## src/rtl/irpw_pkg.sv

```systemverilog
// Shared types, constants and helpers for the IR pulse width symbol decoder.
package irpw_pkg;

   localparam int CHANNEL_MAX = 8;
   localparam int BITS_W      = 7;
   localparam int WORD_W      = 16;
   localparam int CNT_W       = 8;
   localparam int CSR_IDX_W   = 3;
   localparam int CSR_DATA_W  = 8;

   localparam logic [CNT_W-1:0] CNT_MAX = 8'hFF;

   typedef enum logic [1:0] {
      PH_IDLE     = 2'd0,
      PH_COUNT    = 2'd1,
      PH_CLASSIFY = 2'd2
   } phase_type;

   typedef enum logic [1:0] {
      CODE_NONE  = 2'd0,
      CODE_ZERO  = 2'd1,
      CODE_ONE   = 2'd2,
      CODE_START = 2'd3
   } code_type;

   typedef enum logic [CSR_IDX_W-1:0] {
      REG_ONE_MIN      = 3'd0,
      REG_ONE_MARGIN   = 3'd1,
      REG_ZERO_MIN     = 3'd2,
      REG_ZERO_MARGIN  = 3'd3,
      REG_START_MIN    = 3'd4,
      REG_START_MARGIN = 3'd5
   } reg_idx_type;

   typedef struct packed {
      logic [CNT_W-1:0] one_min;
      logic [CNT_W-1:0] one_margin;
      logic [CNT_W-1:0] zero_min;
      logic [CNT_W-1:0] zero_margin;
      logic [CNT_W-1:0] start_min;
      logic [CNT_W-1:0] start_margin;
   } cfg_type;

   // merge control from the request side
   typedef struct packed {
      logic sample;
      logic transfer;
   } req_ctl_type;

   // upper bound formed at 9 bits so lo + margin never wraps
   function automatic logic in_window(input logic [CNT_W-1:0] c,
                                      input logic [CNT_W-1:0] lo,
                                      input logic [CNT_W-1:0] margin);
      logic [CNT_W:0] hi;
      hi = {1'b0, lo} + {1'b0, margin};
      return (c >= lo) && ({1'b0, c} <= hi);
   endfunction

endpackage

```

## src/rtl/ir_pulse_width_symbol_decoder_top.sv

```systemverilog
// Top level: config registers, channel lanes and symbol word merge.
// Throughput: one request per cycle while req_stall is low; every channel lane advances in the same cycle.
// Sample requests give no response; a transfer's response is valid the cycle after it.
// A request stalls only while the response register is full and rsp_stall is high.
// Synchronous reset: lanes idle, symbol word cleared, thresholds to their defaults.
// Pulse counters are not reset; they are loaded before any read.
module ir_pulse_width_symbol_decoder_top
   import irpw_pkg::*;
#(
   parameter int CHANNELS = 7
) (
   input  logic                  clock,
   input  logic                  reset,
   input  logic                  req_valid,
   output logic                  req_stall,
   input  logic                  req_func,
   input  logic [6:0]            req_channel_bits,
   output logic                  rsp_valid,
   input  logic                  rsp_stall,
   output logic [5:0]            rsp_symbols_high,
   output logic [7:0]            rsp_symbols_low,
   input  logic                  csr_we,
   input  logic [CSR_IDX_W-1:0]  csr_index,
   input  logic [CSR_DATA_W-1:0] csr_wdata
);

   cfg_type     cfg_ff, cfg_in;
   req_ctl_type ctl;
   logic        req_acc;
   code_type    lane_code [CHANNELS];

   assign req_stall    = rsp_valid & rsp_stall;
   assign req_acc      = req_valid & ~req_stall;
   assign ctl.sample   = req_acc & ~req_func;
   assign ctl.transfer = req_acc & req_func;

   always_comb begin
      cfg_in = cfg_ff;
      if (csr_we) begin
         unique case (csr_index)
            REG_ONE_MIN:      cfg_in.one_min      = csr_wdata;
            REG_ONE_MARGIN:   cfg_in.one_margin   = csr_wdata;
            REG_ZERO_MIN:     cfg_in.zero_min     = csr_wdata;
            REG_ZERO_MARGIN:  cfg_in.zero_margin  = csr_wdata;
            REG_START_MIN:    cfg_in.start_min    = csr_wdata;
            REG_START_MARGIN: cfg_in.start_margin = csr_wdata;
            default: ;
         endcase
      end
   end

   always_ff @(posedge clock) begin
      if (reset) begin
         cfg_ff.one_min      <= 8'd16;
         cfg_ff.one_margin   <= 8'd3;
         cfg_ff.zero_min     <= 8'd8;
         cfg_ff.zero_margin  <= 8'd3;
         cfg_ff.start_min    <= 8'd32;
         cfg_ff.start_margin <= 8'd7;
      end else begin
         cfg_ff <= cfg_in;
      end
   end

   for (genvar i = 0; i < CHANNELS; i++) begin : g_lane
      logic lane_bit;
      // a channel past the input field sees a constant low
      if (i < BITS_W) begin : g_bit
         assign lane_bit = req_channel_bits[i];
      end else begin : g_nobit
         assign lane_bit = 1'b0;
      end

      irpw_lane u_lane (
         .clock     (clock),
         .reset     (reset),
         .sample_en (ctl.sample),
         .bit_in    (lane_bit),
         .cfg       (cfg_ff),
         .code      (lane_code[i])
      );
   end

   irpw_merge #(
      .CHANNELS (CHANNELS)
   ) u_merge (
      .clock            (clock),
      .reset            (reset),
      .ctl              (ctl),
      .lane_code        (lane_code),
      .rsp_stall        (rsp_stall),
      .rsp_valid        (rsp_valid),
      .rsp_symbols_high (rsp_symbols_high),
      .rsp_symbols_low  (rsp_symbols_low)
   );

   a_xfer_rsp: assert property (@(posedge clock) disable iff (reset)
      ctl.transfer |=> rsp_valid)
      else $error("transfer request gave no response");

   a_xfer_clears: assert property (@(posedge clock) disable iff (reset)
      ctl.transfer ##1 ctl.transfer |=> (rsp_symbols_low == 8'd0 && rsp_symbols_high == 6'd0))
      else $error("symbol word not cleared by transfer");

   a_stall_full: assert property (@(posedge clock) disable iff (reset)
      req_stall |-> rsp_valid)
      else $error("request stalled with empty response register");

   a_csr_write: assert property (@(posedge clock) disable iff (reset)
      (csr_we && csr_index == REG_ONE_MIN) |=> cfg_ff.one_min == $past(csr_wdata))
      else $error("one_min write lost");

endmodule

```

## src/rtl/irpw_lane.sv

```systemverilog
// One channel: pulse counter, phase machine and window classifier.
module irpw_lane
   import irpw_pkg::*;
(
   input  logic    clock,
   input  logic    reset,
   input  logic    sample_en,
   input  logic    bit_in,
   input  cfg_type cfg,
   output code_type code
);

   phase_type        phase_ff, phase_in;
   logic [CNT_W-1:0] count_ff, count_in;
   code_type         class_code;

   always_comb begin
      if (in_window(count_ff, cfg.one_min, cfg.one_margin))
         class_code = CODE_ONE;
      else if (in_window(count_ff, cfg.zero_min, cfg.zero_margin))
         class_code = CODE_ZERO;
      else if (in_window(count_ff, cfg.start_min, cfg.start_margin))
         class_code = CODE_START;
      else
         class_code = CODE_NONE;
   end

   always_comb begin
      phase_in = phase_ff;
      count_in = count_ff;
      code     = CODE_NONE;
      if (sample_en) begin
         unique case (phase_ff)
            PH_IDLE: begin
               if (bit_in) begin
                  count_in = CNT_W'(1);
                  phase_in = PH_COUNT;
               end
            end
            PH_COUNT: begin
               if (bit_in) begin
                  if (count_ff != CNT_MAX)
                     count_in = count_ff + CNT_W'(1);
               end else begin
                  phase_in = PH_CLASSIFY;
               end
            end
            PH_CLASSIFY: begin
               // this sample's bit is ignored
               code     = class_code;
               phase_in = PH_IDLE;
            end
            default: phase_in = PH_IDLE;
         endcase
      end
   end

   always_ff @(posedge clock) begin
      if (reset)
         phase_ff <= PH_IDLE;
      else
         phase_ff <= phase_in;
   end

   always_ff @(posedge clock) begin
      count_ff <= count_in;
   end

endmodule

```

## src/rtl/irpw_merge.sv

```systemverilog
// Merges lane codes into the packed symbol word and holds the response register.
module irpw_merge
   import irpw_pkg::*;
#(
   parameter int CHANNELS = 7
) (
   input  logic        clock,
   input  logic        reset,
   input  req_ctl_type ctl,
   input  code_type    lane_code [CHANNELS],
   input  logic        rsp_stall,
   output logic        rsp_valid,
   output logic [5:0]  rsp_symbols_high,
   output logic [7:0]  rsp_symbols_low
);

   logic [WORD_W-1:0] word_ff, word_in;
   logic [WORD_W-1:0] sample_word;
   logic              valid_ff, valid_in;
   logic [5:0]        high_ff, high_in;
   logic [7:0]        low_ff, low_in;

   always_comb begin
      sample_word = '0;
      for (int i = 0; i < CHANNELS; i++)
         sample_word[2*i +: 2] = lane_code[i];
   end

   always_comb begin
      word_in  = word_ff;
      valid_in = valid_ff & rsp_stall;
      high_in  = high_ff;
      low_in   = low_ff;
      if (ctl.transfer) begin
         valid_in = 1'b1;
         high_in  = word_ff[13:8];
         low_in   = word_ff[7:0];
         word_in  = '0;
      end else if (ctl.sample) begin
         word_in = word_ff | sample_word;
      end
   end

   always_ff @(posedge clock) begin
      if (reset) begin
         word_ff  <= '0;
         valid_ff <= 1'b0;
      end else begin
         word_ff  <= word_in;
         valid_ff <= valid_in;
      end
   end

   always_ff @(posedge clock) begin
      high_ff <= high_in;
      low_ff  <= low_in;
   end

   assign rsp_valid        = valid_ff;
   assign rsp_symbols_high = high_ff;
   assign rsp_symbols_low  = low_ff;

endmodule
```

## config.mk

```make
export PLATFORM = sky130hd
export DESIGN_NAME = ir_pulse_width_symbol_decoder_top
export DESIGN_NICKNAME = d
export VERILOG_FILES = /design/src/rtl/irpw_pkg.sv /design/src/rtl/ir_pulse_width_symbol_decoder_top.sv /design/src/rtl/irpw_lane.sv /design/src/rtl/irpw_merge.sv
export SDC_FILE = /design/constraint.sdc
export NUM_CORES = 1
export LEC_CHECK = 0
export BUFFER_PORTS_ARGS = -buffer_cell sky130_fd_sc_hd__buf_2
export CAP_MARGIN = 15
export CORE_AREA = 2 2 204 206
export CTS_CLUSTER_DIAMETER = 100
export CTS_CLUSTER_SIZE = 10
export DETAILED_ROUTE_END_ITERATION = 10
export DIE_AREA = 0 0 206 208
export HOLD_SLACK_MARGIN = 0.02
export PLACE_DENSITY = 0.76
export SETUP_SLACK_MARGIN = 0.02
export SLEW_MARGIN = 20
export SYNTH_ARGS = -nofsm -noshare
export SYNTH_HDL_FRONTEND = slang
export SYNTH_HIERARCHICAL = 1
export SYNTH_SLANG_ARGS = --single-unit
```

## constraint.sdc

```tcl
create_clock -name clock -period 11.5 [get_ports clock]
set_clock_uncertainty 0.1 [all_clocks]
set_input_delay 2.3 -clock clock [delete_from_list [all_inputs] [get_ports clock]]
set_output_delay 2.3 -clock clock [all_outputs]
set_load 0.01 [all_outputs]
```

==> run summary, run 1 <==
The flow ran to the end, and the final reports show no timing, DRC or antenna violations. The post-synthesis cell type count is between 70 and 80. The area enclosed by the die boundary came out at approximately 43000 um^2. The top fanout value on the critical path is 3. The die width came out at around 200 um. The number of endpoints with negative hold slack in the final report is 0.

The placed cell area is ~21000 um^2. The post-synth design cell area is 20200 um^2. Cell internal power was estimated by the tool at around 1 mW.

The global-route wire length before repair came out at roughly 95000 um. The final-stage net count is approximately 3000. The share of synthesized area occupied by flip-flops and latches came out at 18.1%. The number of port buffers came out at 39.

Pin placement for this block handled 40 I/O pins. The DRC violations left is 0. The launching point of the worst reg2reg path is cfg_ff[1]. The switching portion of total power came out at roughly 33%. For this run, the leading register cell type out of synthesis is sky130_fd_sc_hd__dfxtp_1.

The most frequent standard cell in the layout excluding fill and tap cells is sky130_fd_sc_hd__ha_1. The final wirelength came out at roughly 60000 um. The antenna violation net count after detailed routing came out at 0.

The maximum buffer depth of the clock tree came out at 2. The post-synthesis async set-or-reset flop share came out at 0%. The final total negative setup slack is 0 ps. The worst min-delay path class is reg -> reg. The synthesized design contains between 100 and 150 register bits. The share of power burned in the clock network came out at a little under two fifths. The leakage power total is 10.0 nW. The total power per unit cell area came out at approximately 69 nW/um^2. Hold repair after CTS inserted 0 buffers. The slew at the pin closest to its max-slew limit is 1220 ps. The final number of setup-violating endpoints is 0. The number of cells produced by synthesis came out at 2318. The vertical extent of the die is about 210 um. TritonCTS built the clock tree.

The minimum clock period is roughly 5000 ps. Across the run, the number of max-cap violations was 0. The average via count per standard cell is 6.26. The start point of the worst min-delay path is u_merge/word_ff[3]. The highest achievable clock rate is 195 MHz. The post-route fraction of the period consumed by the critical path came out at between 40% and 50%.

The area added between synthesis and finish came out at 7.38%. In this run the post-CTS setup repair buffer count came out at 0. In the layout the commonest cells are 511 x sky130_fd_sc_hd__ha_1, 209 x sky130_fd_sc_hd__inv_1, 173 x sky130_fd_sc_hd__nor2_1, 145 x sky130_fd_sc_hd__nand2_1, 144 x sky130_fd_sc_hd__a21oi_1.

The maximum number of pins on one net before global-route repair came out at between 70 and 80. The minimum setup slack after placement came out at about 6400 ps. Sorting the synthesized cells by area gives the leading types as sky130_fd_sc_hd__ha_1 32%, sky130_fd_sc_hd__edfxtp_1 10%, sky130_fd_sc_hd__dfxtp_1 7.6%. The number of search-and-repair iterations in the first detailed-routing pass is 8. Per report_power, the sequential group accounts for 40.0% of the total.

The number of gates resized after cts came out at 0. At the worst endpoint, the required time is between 9000 and 10000 ps. The sum of net half-perimeters after detailed placement came out at between 40000 and 50000 um.

The initial standard-cell utilization of the core came out at 49.7%. In the final routed layout, each cell accounts on average for between 20 and 25 um. The number of pins exceeding their max-slew limit in the final report came out at 0. By startpoint and endpoint, the worst setup path is classified as in -> out.

The depth of the worst hold-timing path is 0. The biggest area contributor in the post-synthesis netlist is sky130_fd_sc_hd__ha_1. The total net switching power came out at 0.485 mW. The top cell type by area accounts for between 30% and 40% of the synthesized area.

In the final layout, the share of cells above drive strength 1 is around 6%. The routed layout has approximately 18000 vias. The minimum hold slack came out at 333 ps. The clock slew at the register clock pins of the worst setup and hold paths is 70 ps. Setup repair after global routing left no endpoint under its margin. IR analysis of the VDD net gives a maximum drop of between 0.1 and 0.15 mV. The count of routing violations after the opening detailed-route iteration is ~1500. The finished cells cover 21700 um^2. The core area is 40600 um^2.

The number of core rows is between 70 and 80. The cell sitting at the root of the clock tree is a sky130_fd_sc_hd__clkbuf_16. The critical path arrival is between 2000 and 3000 ps. The initial antenna violation count is 1. Per report_power, the combinational group accounts for between 20% and 30% of the total. The synthesized net count came out at between 2000 and 3000. The beginning of the critical path is rsp_stall. The via count of the first global-routing pass was around 18000. Routability-driven placement finished with a final weighted congestion of 0.909.

The cell count of the worst reg-to-reg path is 15. The final setup slack of the worst path came out at between 6000 and 7000 ps. The maximum level of the CTS H-tree came out at 4.

STA classifies the critical path endpoint as an output pin. The worst setup path is launched from an input pin. Yosys mapped a number of flops with a built-in enable equal to 70. In the global route stage, overall resource usage came out at between 20% and 30%.

The count of warnings emitted by yosys is 6. The number of clock sinks is approximately 150. The mean post-synth cell area is approximately 8.7 um^2.

Measured against its own limit, the worst slew margin works out to roughly a fifth. At the later pin of the worst-skew pair, clock insertion delay measures 470 ps. The CTS buffer count came out at 17. The repair_antennas step left the layout with diodes totalling 0. The global-route congestion overflow total came out at 0.
worst max-delay path, stage by stage:
cell	delay, ps
sky130_fd_sc_hd__buf_2	80
sky130_fd_sc_hd__and2_1	180
sky130_fd_sc_hd__buf_2	160
flip-flops by register name, summed over array words and instances, names as in the netlist:
name                      cells
g_lane.u_lane/phase_ff       14
u_merge/rsp_symbols_low       8
g_lane.u_lane/count_ff       56
u_merge/rsp_valid             1
cfg_ff                       48
u_merge/rsp_symbols_high      6
u_merge/word_ff              14
synthesized netlist by cell type (all sizes together), types with 19 or more instances:
| cell | n |
|---|---|
| a211oi | 61 |
| a21o | 71 |
| a21oi | 150 |
| and3 | 27 |
| dfxtp | 77 |
| edfxtp | 70 |
| fa | 21 |
| ha | 511 |
| inv | 209 |
| mux2i | 49 |
| nand2 | 145 |
| nand2b | 84 |
| nand3 | 55 |
| nand4 | 28 |
| nor2 | 174 |
| nor3 | 31 |
| o21ai | 135 |
| o21bai | 19 |
| o41ai | 20 |
| or3 | 23 |
| xnor2 | 43 |
| xor2 | 100 |
cell families after synthesis:
group,after synthesis,share of synthesized area (%)
AOI/OAI and AO/OA,578,19.3
DFF,147,18.1
xor gates and xnor gates,143,6.21
and+or+nand+nor,636,15.8
adders and majority gates,532,33.8
muxes,49,2.43
buffers and inverters,233,4.49
cell type report:
class / instances / area [um^2]
fillers: 3679 / 18900
multi-input cells: 1938 / 15600
flip-flops and latches: 147 / 3640
repair buffers: 61 / 360
well taps: 532 / 666
inverters: 209 / 785
clock inverters: 13 / 108
clock buffers: 19 / 464
per-stage QoR:
step                      power, mW  utilization [%]  std cells
after CTS                      1.49             53.4       2919
after floorplan               0.833                -       2318
final                          1.49             53.4       2919
after detailed placement      0.929             52.0       2887
after global placement        0.907             52.0       2887
after global routing           1.56             53.4       2919
power by group through the flow:
stage          Combinational [mW]  Sequential (mW)  Clock (mW)
3_3_place_gp                0.301            0.606           0
4_1_cts                     0.325            0.595       0.574
2_1_floorplan               0.240            0.593           0
6_report                    0.330            0.596       0.563
5_1_grt                     0.371            0.597       0.593
3_5_place_dp                0.323            0.606           0
final timing paths:
path / to / slack [ps]
worst max-delay path: req_stall / 6380
worst min-delay path: u_merge/rsp_symbols_low[3] / 330
worst max register to register: u_merge/word_ff[3] / 7070
worst min register to register: u_merge/rsp_symbols_low[3] / 330
metal layers:
layer,share of wire [%],GRT usage [%],wire length (um),vias up
met5,0.025,0,15,-
met3,6.6,4.54,3940,266
li1,-,-,-,8694
met4,7.2,18.5,4310,2
met1,41,33.5,24200,8605
met2,46,46.9,27200,698
(Power assumes the default switching activity.)
==> inputs of run 2 (changes only) <==
==> constraint.sdc (replaced) <==
create_clock -name clock -period 5.35 [get_ports clock]
set_clock_uncertainty 0.1 [all_clocks]
set_input_delay 1.07 -clock clock [delete_from_list [all_inputs] [get_ports clock]]
set_output_delay 1.07 -clock clock [all_outputs]
set_load 0.01 [all_outputs]
==> run 2 against run 1 <==
Register-to-register slack worse by 6000 ps. Critical path depth up 12. Sequential cell count unchanged. Total power up 120%. Via count up 0.28%. Critical endpoint is now u_merge/word_ff[6]. Largest power group unchanged.
==> run summary, run 2 (same netlist as run 1, synthesis figures left out) <==
The total internal power is 2.15 mW (+110%). The buffer type at the clock tree root is sky130_fd_sc_hd__clkbuf_16. TritonCTS built the clock tree.

The via count of the first global-routing pass came out at 18156 (-0.82%). The highest achievable clock rate is between 200 and 250 MHz. Setup repair after global routing left no endpoint under its margin. The clock insertion delay at the later pin of the skew report came out at 470 ps (about the same).

The library cell used most frequently in the layout, excluding fill and tap cells, is sky130_fd_sc_hd__ha_1. The global routing usage summed across all routing layers came to 28.3% (+0.055 points). The maximum level of the CTS H-tree came out at 4 (unchanged). The number of port buffers came to 39 (unchanged). In the layout the commonest cells are 511 x sky130_fd_sc_hd__ha_1, 209 x sky130_fd_sc_hd__inv_1, 173 x sky130_fd_sc_hd__nor2_1, 145 x sky130_fd_sc_hd__nand2_1, 144 x sky130_fd_sc_hd__a21oi_1. The post-detailed-route wirelength per cell was 20.6 um (+0.62%). The total net switching power came to 1.10 mW (+130%). The area enclosed by the die boundary came out at 42800 um^2 (unchanged). The count of routing violations after the opening detailed-route iteration is 1270 (-15%). The total power after layout is 3.25 mW (+120%). The CTS buffer count came out at 17 (unchanged). The die width is 206 um (unchanged). The total power per unit cell area is 149 nW/um^2 (+120%). The number of search-and-repair iterations in the first detailed-routing pass came out at 5 (-3). The required time of the critical path is 5630 ps (-3470 ps).

The post-CTS setup repair buffer count came to 0 (unchanged). The number of endpoints with negative hold slack in the final report is 0 (unchanged). The global-route wire length before repair came out at 94700 um (about the same).

The final total negative setup slack came out at 0 ps (unchanged). The fraction of met3 tracks used by global routing came out at 4.75% (+0.20 points). The final number of setup-violating endpoints is 0 (unchanged). The worst relative slew slack is 24.0% (+5.2 points). The final-stage net count came out at 2938 (+0.27%). The number of clock sinks came out at 147 (unchanged). The slew at the pin closest to its max-slew limit came out at 1140 ps (-78.3 ps). The maximum buffer depth of the clock tree is 2 (unchanged). Counting flops per register, the top entry is g_lane.u_lane/count_ff. The final standard cell count with taps included and fillers excluded came out at 2927 (+0.27%). The met1 capacity usage during global routing came out at 33.9% (+0.43 points). The number of vias in the routed layout came to 18316 (+0.28%).

The leakage power total came out at 10.0 nW (+0.42%). The core area came out at 40600 um^2 (unchanged). The number of gates resized after cts came to 0 (unchanged). The sum of net half-perimeters after detailed placement is 43000 um (+3.2%). The number of pins exceeding their max-slew limit in the final report came out at 0 (unchanged). The number of buffers added to fix hold violations after cts came out at 0 (unchanged). The most crowded layer after global routing is met2. The flow ran to the end, and the final reports show no timing, DRC or antenna violations. The capturing element type of the critical path is a flip-flop. The peak supply drop came out at 0.237 mV (+120%). The number of filler cells placed in the layout is 3606 (-2.0%). The average via count per standard cell is 6.26 (about the same).

The antenna violation net count after detailed routing is 0 (unchanged). The worst setup path is launched from a flip-flop. The top fanout value on the critical path came out at 15 (+12). The number of flip-flops in the largest register was 56 (unchanged).

The sequential group share of total power is 39.7% (-0.3 points). The DRC violations left is 0 (unchanged). The global placer's final weighted congestion came out at 0.960 (+5.6%).

The area added between synthesis and finish is 7.85%. The met2 capacity usage during global routing is 46.6% (-0.31 points). The final wirelength came out at 60200 um (+0.89%). The clock slew at the register clock pins of the worst setup and hold paths is 80 ps (about the same). The vertical extent of the die was 208 um (unchanged). The initial standard-cell utilization of the core is 49.7% (unchanged). The worst path uses around four fifths of the clock period. The routed design could run at a clock period as short as between 4000 and 5000 ps.

The number of antenna diodes is 0 (unchanged). The critical path arrival came out at 4580 ps (+1860 ps). The category of the most critical setup path is reg -> reg. The proportion of layout cells with a drive suffix above 1 is 6.43% (+0.31 points). The fraction of power consumed by combinational cells is 21.8% (-0.4 points). The number of core rows was 74 (unchanged). The number of cells after detailed placement came to 2895 (+0.28%).

The largest registers in the layout are g_lane.u_lane/count_ff (56), cfg_ff (48). The max-cap violation count came to 0 (unchanged). The switching portion of total power is 33.9% (+1.3 points). The maximum number of pins on one net before global-route repair came out at 63 (-20%). The share of power burned in the clock network is 38.5% (+0.7 points). The initial antenna violation count is 0 (-1). The global-route congestion overflow total is 0 (unchanged). The count of boundary I/O pins came out at 40 (unchanged). The min-delay analysis places its worst path in the category reg -> reg.
-- run 2: cell count changes in the layout (fill, tap and decap cells not counted), sizes merged --
| cell | change |
|---|---|
| inv | -3 |
| clkbuf | -2 |
| clkinvlp | +1 |
| clkinv | +4 |
| buf | +8 |
-- run 2: per-stage QoR --
stage	area [um^2]	hold WS [ps]	worst slack (ps)	util, %
5_1_grt	21800	349	657	53.6
4_1_cts	21800	339	1120	53.6
6_report	21800	342	1050	53.6
3_5_place_dp	21100	319	1150	52.1
3_3_place_gp	21100	322	1290	52.1
2_1_floorplan	20200	309	1430	-
-- run 2: final timing paths --
kind	from	end	slack (ps)	cells past startpoint
max	cfg_ff[8]	u_merge/word_ff[6]	1050	15
min	u_merge/word_ff[11]	u_merge/rsp_symbols_high[3]	340	0
max reg2reg	cfg_ff[8]	u_merge/word_ff[6]	1050	15
min reg2reg	u_merge/word_ff[11]	u_merge/rsp_symbols_high[3]	340	0
-- run 2: worst max-delay path, cell delays in order, from the launching register on --
cell and delay, ps:
sky130_fd_sc_hd__dfxtp_1 680, sky130_fd_sc_hd__ha_1 420, sky130_fd_sc_hd__fa_1 440, sky130_fd_sc_hd__a211oi_1 310, sky130_fd_sc_hd__o21bai_1 120, sky130_fd_sc_hd__a21o_1 210, sky130_fd_sc_hd__xnor2_1 130, sky130_fd_sc_hd__ha_1 310
sky130_fd_sc_hd__a21oi_1 180, sky130_fd_sc_hd__o22ai_1 100, sky130_fd_sc_hd__nor4b_1 340, sky130_fd_sc_hd__a311o_1 190, sky130_fd_sc_hd__nand2_1 70, sky130_fd_sc_hd__a2111oi_2 380, sky130_fd_sc_hd__a21oi_1 110, sky130_fd_sc_hd__nor2_1 120
-- run 2: per-layer routing --
layer  vias to the layer above  wire [um]
met2                       748      27500
met5                         -          0
li1                       8704          -
met3                       238       4010
met1                      8626      24700
met4                         0       4030
-- run 2: power groups by stage --
stage / combinational (mW) / clock, mW / sequential (mW)
finish: 0.709 / 1.25 / 1.29
global route: 0.798 / 1.32 / 1.29
detailed placement: 0.692 / 0 / 1.31
CTS: 0.699 / 1.27 / 1.29
global placement: 0.650 / 0 / 1.31
floorplan: 0.516 / 0 / 1.27
-- run 2: final cells by class --
type | count | area [um^2] | share of cell area (%)
flip-flops and latches | 147 | 3640 | 16.8
inverters | 209 | 785 | 3.61
multi-input cells | 1938 | 15600 | 71.9
clock inverters | 15 | 183 | 0.840
clock buffers | 17 | 425 | 1.96
repair buffers | 69 | 420 | 1.93
well taps | 532 | 666 | 3.06
